<file path="src/hdl/can_frame_signal_range_validator_top_defines.svh">
// assertion macros for the range validator
`ifndef CAN_FRAME_SIGNAL_RANGE_VALIDATOR_TOP_DEFINES_SVH
`define CAN_FRAME_SIGNAL_RANGE_VALIDATOR_TOP_DEFINES_SVH
// property checked on every clock edge outside reset
`define CFV_ASSERT(lbl, prop, msg) \
    lbl: assert property (@(posedge i_clk) disable iff (!i_rst_n) (prop)) else $error(msg);
// property checked also during reset
`define CFV_ASSERT_ALWAYS(lbl, prop, msg) \
    lbl: assert property (@(posedge i_clk) (prop)) else $error(msg);
`endif

</file>
<file path="src/hdl/cfv_pkg.sv">
`timescale 1ns / 1ps
// ----------------------------------------------------------------------------
// cfv_pkg
// shared types and constants of the can frame signal range validator
// ----------------------------------------------------------------------------
package cfv_pkg;
    localparam int MESSAGE_ENTRIES   = 64;
    localparam int SIGNALS_PER_ENTRY = 16;
    localparam int EW = $clog2(MESSAGE_ENTRIES);
    localparam int SW = $clog2(SIGNALS_PER_ENTRY);
    localparam int SIG_TOTAL = MESSAGE_ENTRIES * SIGNALS_PER_ENTRY;
    localparam int TW = $clog2(SIG_TOTAL);
    // entry word: id, length, skip, count
    localparam int ENT_W = 29 + 4 + 1 + 5;
    // descriptor word: start, length, order, low, high
    localparam int DSC_W = 6 + 7 + 1 + 64 + 64;

    localparam logic [1:0] ACT_WR_ENTRY  = 2'd0;
    localparam logic [1:0] ACT_WR_SIGNAL = 2'd1;
    localparam logic [1:0] ACT_CHECK     = 2'd2;
    localparam logic [1:0] ACT_NONE      = 2'd3;

    localparam logic [1:0] V_PASS    = 2'd0;
    localparam logic [1:0] V_UNKNOWN = 2'd1;
    localparam logic [1:0] V_LENGTH  = 2'd2;
    localparam logic [1:0] V_RANGE   = 2'd3;

    typedef struct packed {
        logic [1:0]  action;
        logic [5:0]  entry_index;
        logic [3:0]  signal_index;
        logic [28:0] can_id;
        logic [3:0]  dlc;
        logic [63:0] data_word;
        logic [63:0] high_limit;
        logic        skip_check;
        logic [4:0]  signal_count;
        logic [5:0]  sig_offset;
        logic [6:0]  sig_bits;
        logic        little_endian;
    } t_in_item;

    typedef struct packed {
        logic [1:0] verdict;
        logic [3:0] failing_signal;
        logic       attack_flag;
    } t_out_item;

    // controller to datapath
    typedef struct packed {
        logic          load;      // capture input item
        logic          ent_wr;
        logic          dsc_wr;
        logic          ent_rd;    // read entry at scan index
        logic [EW-1:0] ent_addr;
        logic          match_ld;  // latch entry read data as matched
        logic          dsc_rd;
        logic [SW-1:0] sig_idx;
        logic          eval;      // evaluate descriptor read data
    } t_cmd;

    // datapath to controller
    typedef struct packed {
        logic [1:0] action;
        logic       wr_ok;     // write slot in range
        logic       id_hit;    // entry read data matches id
        logic       len_ok;
        logic       no_sig;    // skip or count zero
        logic [4:0] count;     // saturated
        logic       sig_fail;  // evaluated signal failed
    } t_sts;
endpackage

</file>
<file path="src/hdl/cfv_ctrl.sv">
`timescale 1ns / 1ps
// ----------------------------------------------------------------------------
// cfv_ctrl
// sequencer: id search, length test, one signal per pass, result hold
// ----------------------------------------------------------------------------
module cfv_ctrl (
    input  logic               i_clk,
    input  logic               i_rst_n,
    input  logic               i_in_valid,
    output logic               o_in_ready,
    output logic               o_out_valid,
    input  logic               i_out_ready,
    output cfv_pkg::t_out_item o_out,
    output cfv_pkg::t_cmd      o_cmd,
    input  cfv_pkg::t_sts      i_sts
);
    typedef enum logic [2:0] {
        S_IDLE, S_DECODE, S_SEARCH, S_MATCH, S_SIGRD, S_EVAL, S_TEST, S_DONE
    } t_state;

    t_state r_state;
    logic [cfv_pkg::EW:0] r_scan;
    logic [cfv_pkg::SW:0] r_sig;
    cfv_pkg::t_out_item r_out;
    logic r_ovalid;

    assign o_in_ready = r_state == S_IDLE && !r_ovalid;
    assign o_out_valid = r_ovalid;
    assign o_out = r_out;

    always_comb begin
        o_cmd = '0;
        o_cmd.load = i_in_valid && o_in_ready;
        o_cmd.ent_addr = r_scan[cfv_pkg::EW-1:0];
        o_cmd.sig_idx = r_sig[cfv_pkg::SW-1:0];
        o_cmd.ent_wr = r_state == S_DECODE && i_sts.action == cfv_pkg::ACT_WR_ENTRY
            && i_sts.wr_ok;
        o_cmd.dsc_wr = r_state == S_DECODE && i_sts.action == cfv_pkg::ACT_WR_SIGNAL
            && i_sts.wr_ok;
        o_cmd.ent_rd = r_state == S_SEARCH;
        o_cmd.match_ld = r_state == S_MATCH && i_sts.id_hit;
        o_cmd.dsc_rd = r_state == S_SIGRD;
        o_cmd.eval = r_state == S_EVAL;
    end

    always_ff @(posedge i_clk) begin
        if (!i_rst_n) begin
            r_state <= S_IDLE;
            r_ovalid <= 1'b0;
            r_scan <= '0;
            r_sig <= '0;
            r_out <= '0;
        end else begin
            if (r_ovalid && i_out_ready) r_ovalid <= 1'b0;
            case (r_state)
                S_IDLE: begin
                    if (o_cmd.load) r_state <= S_DECODE;
                end
                S_DECODE: begin
                    r_out <= '0;
                    r_scan <= '0;
                    r_sig <= '0;
                    if (i_sts.action == cfv_pkg::ACT_CHECK) r_state <= S_SEARCH;
                    else r_state <= S_DONE;
                end
                // read issued at r_scan, compared next cycle
                S_SEARCH: r_state <= S_MATCH;
                S_MATCH: begin
                    if (i_sts.id_hit) begin
                        r_state <= S_TEST;
                    end else if (r_scan == (cfv_pkg::EW+1)'(cfv_pkg::MESSAGE_ENTRIES - 1)) begin
                        r_out <= '{verdict: cfv_pkg::V_UNKNOWN, failing_signal: '0,
                                   attack_flag: 1'b1};
                        r_state <= S_DONE;
                    end else begin
                        r_scan <= r_scan + 1'b1;
                        r_state <= S_SEARCH;
                    end
                end
                // fail flag of the previous signal is tested here after each eval
                S_TEST: begin
                    if (r_sig != '0 && i_sts.sig_fail) begin
                        r_out <= '{verdict: cfv_pkg::V_RANGE,
                                   failing_signal: 4'(r_sig - 1'b1), attack_flag: 1'b1};
                        r_state <= S_DONE;
                    end else if (!i_sts.len_ok) begin
                        r_out <= '{verdict: cfv_pkg::V_LENGTH, failing_signal: '0,
                                   attack_flag: 1'b1};
                        r_state <= S_DONE;
                    end else if (i_sts.no_sig) begin
                        r_state <= S_DONE;
                    end else if (r_sig == (cfv_pkg::SW+1)'(i_sts.count)) begin
                        r_state <= S_DONE;
                    end else begin
                        r_state <= S_SIGRD;
                    end
                end
                S_SIGRD: r_state <= S_EVAL;
                S_EVAL: begin
                    r_sig <= r_sig + 1'b1;
                    r_state <= S_TEST;
                end
                S_DONE: begin
                    if (!r_ovalid) begin
                        r_ovalid <= 1'b1;
                        r_state <= S_IDLE;
                    end
                end
                default: r_state <= S_IDLE;
            endcase
        end
    end
endmodule

</file>
<file path="config.mk">
export PLATFORM = sky130hd
export DESIGN_NAME = cfv_ctrl
export DESIGN_NICKNAME = d
export VERILOG_FILES = /design/src/hdl/can_frame_signal_range_validator_top_defines.svh /design/src/hdl/cfv_pkg.sv /design/src/hdl/cfv_ctrl.sv
export SDC_FILE = /design/constraint.sdc
export NUM_CORES = 1
export LEC_CHECK = 0
export ABC_AREA = 1
export BUFFER_PORTS_ARGS = -buffer_cell sky130_fd_sc_hd__clkbuf_2
export CAP_MARGIN = 20
export CORE_MARGIN = 1
export CORE_UTILIZATION = 45
export CTS_BUF_LIST = sky130_fd_sc_hd__clkbuf_8
export DETAILED_ROUTE_END_ITERATION = 8
export PLACE_DENSITY = 0.74
export REMOVE_ABC_BUFFERS = 1
export SLEW_MARGIN = 20
export SYNTH_ARGS = -nofsm -noshare
export SYNTH_HDL_FRONTEND = slang
export SYNTH_SLANG_ARGS = --single-unit
</file>
<file path="constraint.sdc">
create_clock -name i_clk -period 1.29 [get_ports i_clk]
set_input_delay 0.129 -clock i_clk [delete_from_list [all_inputs] [get_ports i_clk]]
set_output_delay 0.129 -clock i_clk [all_outputs]
set_load 0.03 [all_outputs]
</file>
==> summary.txt <==
Worst setup path
  – Critical Path RT: 1.47 ns
  – Crit path top cell by count: nand2_1
  – Slowest cell delay on critical path: 0.34 ns
  – Cells along the critical path: inv_2 > ha_1 > inv_1 > nor2_1 > nand2_1 > nand2_2 > nand2_1 > nor2_1 > nand2_1 > nand2_2 > nand4_1 > nand2_1 > inv_1
  – Reg2Reg Capture Point: r_state[1]$_SDFFE_PN0P_
  – Reg-to-reg slack, setup: -0.21 ns
  – Worst-path fanout max: 2
  – Slowest cell on crit path: dfxtp_2
  – CP endpoint: r_state[1]$_SDFFE_PN0P_
  – Reg-to-Reg Start: r_sig[1]$_SDFFE_PN0P_
  – WP data arrival: ~1.7 ns
  – Critical path endpoint category: register
  – Kind of critical path: register to register
  – Reg2Reg Depth: 13
  – Worst setup path startpoint: r_sig[1]$_SDFFE_PN0P_
  – Worst Setup Start Kind: register

Routing
  – Final wirelength: about 4.6 mm
  – Final ANT Viol Nets: 0
  – Via/cell ratio: ~4.9
  – DRC Markers: 0
  – Routed len/inst: between 10 and 15 µm
  – DR iter-0 viols: 65
  – 1st-pass router iterations: 4
  – DR vias: approximately 1.7k

Job
  – Maxcap violations: 0

STA
  – Max_slew headroom: about two thirds
  – Clock Skews: ~0.0038 ns
  – RSZ-0062 raised after global routing: yes
  – Final Cycle Share: 116%
  – Total Neg Setup Slack: -3.35 ns
  – Worst-Margin Slew: slightly above 0.5 ns
  – Final setup vio count: 27
  – Slack of the critical path: -0.209 ns
  – FMAX: about 670 MHz
  – Hold Fails Final Rpt: 0
  – Min Clock Period, post-route: ~1.5 ns
  – Pins Over Slew Limit: 0

GRT
  – Pin count of the biggest net entering global routing: 14
  – Initial antenna violation count: 0
  – Total track usage: around a quarter
  – Vias in the first global route: about 1.5k
  – First-pass GRT wire length: 6.38 mm
  – Total grt overflow: 0

Layout
  – Post-Layout Inst Area: about 2400 µm²
  – Share of cells above drive strength 1: 55.0%
  – Syn-to-layout area delta: 63.1%
  – Register Area: approximately 480 µm²
  – Antenna cells: 0
  – Fillcell total: between 200 and 250
  – Post-layout net count: 321
  – Area occupied by multi-input gates: around 1000 µm²

Run status
  – Violated checks: setup timing
  – Outcome: finished, violations left

Clock tree
  – Clock transition at path regs: 0.09 ns
  – CTS tree: yes
  – Num CTS Buffers: 3
  – CTS root buf: clkbuf_8
  – Maximum clock path buffer count: 2
  – Post-CTS Hold Buffers: 0
  – Max H-tree Level: 1
  – Clk sink count: 23
  – Clk_lat worst skew: 0.27 ns

Die
  – Starting Density: between 40% and 50%
  – Die Y: just under 60 µm
  – Std cell rows: 20
  – Die area: 3450 µm²
  – I/O pins: 42
  – Core ar.: ~3100 µm²
  – Die Span X: 58.7 µm

Synthesis
  – Mapped Area: between 1000 and 1500 µm²
  – Share of the synthesized area in the top cell type: between 30% and 40%
  – Seq/Total Area, Yosys: a little under a third
  – Yosys top cell by area: dfxtp_1
  – #FFs+latches synth: 23
  – Synth unique cells: 25
  – Yosys warning count: 0
  – Syn Area/Cell: between 6 and 7 µm²
  – Synth Instances: between 200 and 250
  – Top cells by area, synth: dfxtp_1 32%, nand2_1 13%, inv_1 7.8%

Power and ir drop
  – Power density over the cells: between 1000 and 1500 nW/µm²
  – Max VDD drop: 1.09 mV
  – Static Leak: 1.16 nW

Placement
  – Dpl cell area: about 1800 µm²
  – Input/output buffers: 41
  – Dpl hpwl: ~2.6 mm
  – GP Congestion: 0.926

Min path
  – Hold path startpoint: i_out_ready
  – Hold Crit Class: input pin to register
==> cells in the final DEF, fill, tap and decap left out, drive strengths merged <==
master	instances
clkinv	1
ha	4
clkbuf	38
nor3	7
o21a	1
nor4	2
a211oi	1
nor2	36
nand4	3
or2	1
nand2	57
buf	53
dfxtp	23
xor2	4
and3	1
nand3	9
clkinvlp	1
xnor2	1
a21oi	16
inv	33
o21ai	8
==> worst min path at each step <==
stage	to	slack, ns	cells past startpoint
2_1_floorplan	r_state[1]$_SDFFE_PN0P_	0.23	2
3_3_place_gp	o_out_valid$_SDFF_PN0_	0.40	3
3_5_place_dp	o_out_valid$_SDFF_PN0_	0.41	3
4_1_cts	o_out_valid$_SDFF_PN0_	0.11	3
5_1_grt	o_out_valid$_SDFF_PN0_	0.12	3
6_report	o_out_valid$_SDFF_PN0_	0.12	3
==> final cells by class <==
type | instances | share of cell area [%]
inverters | 34 | 5.89
well taps | 44 | 2.33
repair buffers | 88 | 27.8
clock buffers | 3 | 1.75
flip-flops and latches | 23 | 20.2
multi-input cells | 151 | 41.9
clock inverters | 1 | 0.212
==> repair_timing <==
action | in CTS | in global routing
setup buffers | 15 | 7
gates resized for setup | 67 | 42
pin swaps | 15 | 22
setup endpoints to repair | 29 | 29
==> through the flow <==
step                      hold slack (ns)  util (%)  power (W)  worst slack [ns]  cells
final                               0.117      77.3    0.00292            -0.209    344
after global routing                0.121      77.3    0.00307            -0.298    344
after CTS                           0.115      71.7    0.00270            -0.292    339
after detailed placement            0.411      59.7    0.00180            -0.153    320
after global placement              0.403      59.7    0.00179            -0.103    320
after floorplan                     0.227         -    0.00148            -0.547    208
==> worst max-delay path, delay by kind of cell, from the launching register on <==
family	cells	cell delay, ns
simple gates	9	0.79
buf+inv	3	0.13
flops	1	0.34
fa+ha+maj	1	0.15
==> cells in the mapped netlist <==
library cell,instances
nand2_1,52
inv_1,30
nor2_1,30
dfxtp_1,23
a21oi_1,15
buf_4,11
nand3_1,9
nor3_1,7
o21ai_0,7
nand2_2,5
nor2_4,5
ha_1,4
inv_2,4
xor2_1,4
nand4_1,3
nor4_1,2
a211oi_1,1
a21oi_2,1
and3_1,1
clkbuf_1,1
nor2_8,1
o21a_1,1
o21ai_1,1
or2_2,1
xnor2_1,1
==> flip-flops by register name (all words and copies together), names as in the netlist <==
| name | count |
|---|---|
| r_state | 3 |
| o_out | 7 |
| o_out_valid | 1 |
| r_sig | 5 |
| r_scan | 7 |
==> where the power goes <==
part,total (W),internal (W),switching (W)
Sequential,0.000854,0.000779,0.0000755
Clock,0.000479,0.000217,0.000262
Combinational,0.00159,0.000695,0.000891
==> layer usage <==
layer / vias up / track usage, % / share of wire (%)
met3: 9 / 6.81 / 5.0
met5: - / 0 / 0
met2: 53 / 43.5 / 53
li1: 841 / - / -
met4: 0 / 8.16 / 1.4
met1: 798 / 29.5 / 40
==> logic make-up after synthesis <==
group | count (synthesis) | share of synthesized area (%)
XOR/XNOR | 5 | 3.03
AO/OA/AOI/OAI | 26 | 9.60
AND/OR/NAND/NOR | 116 | 37.3
adder cells (fa/ha/maj) | 4 | 3.46
flip-flops | 23 | 31.8
buffers and inverters | 46 | 14.8
No activity file was read; power rests on OpenSTA's default activity.
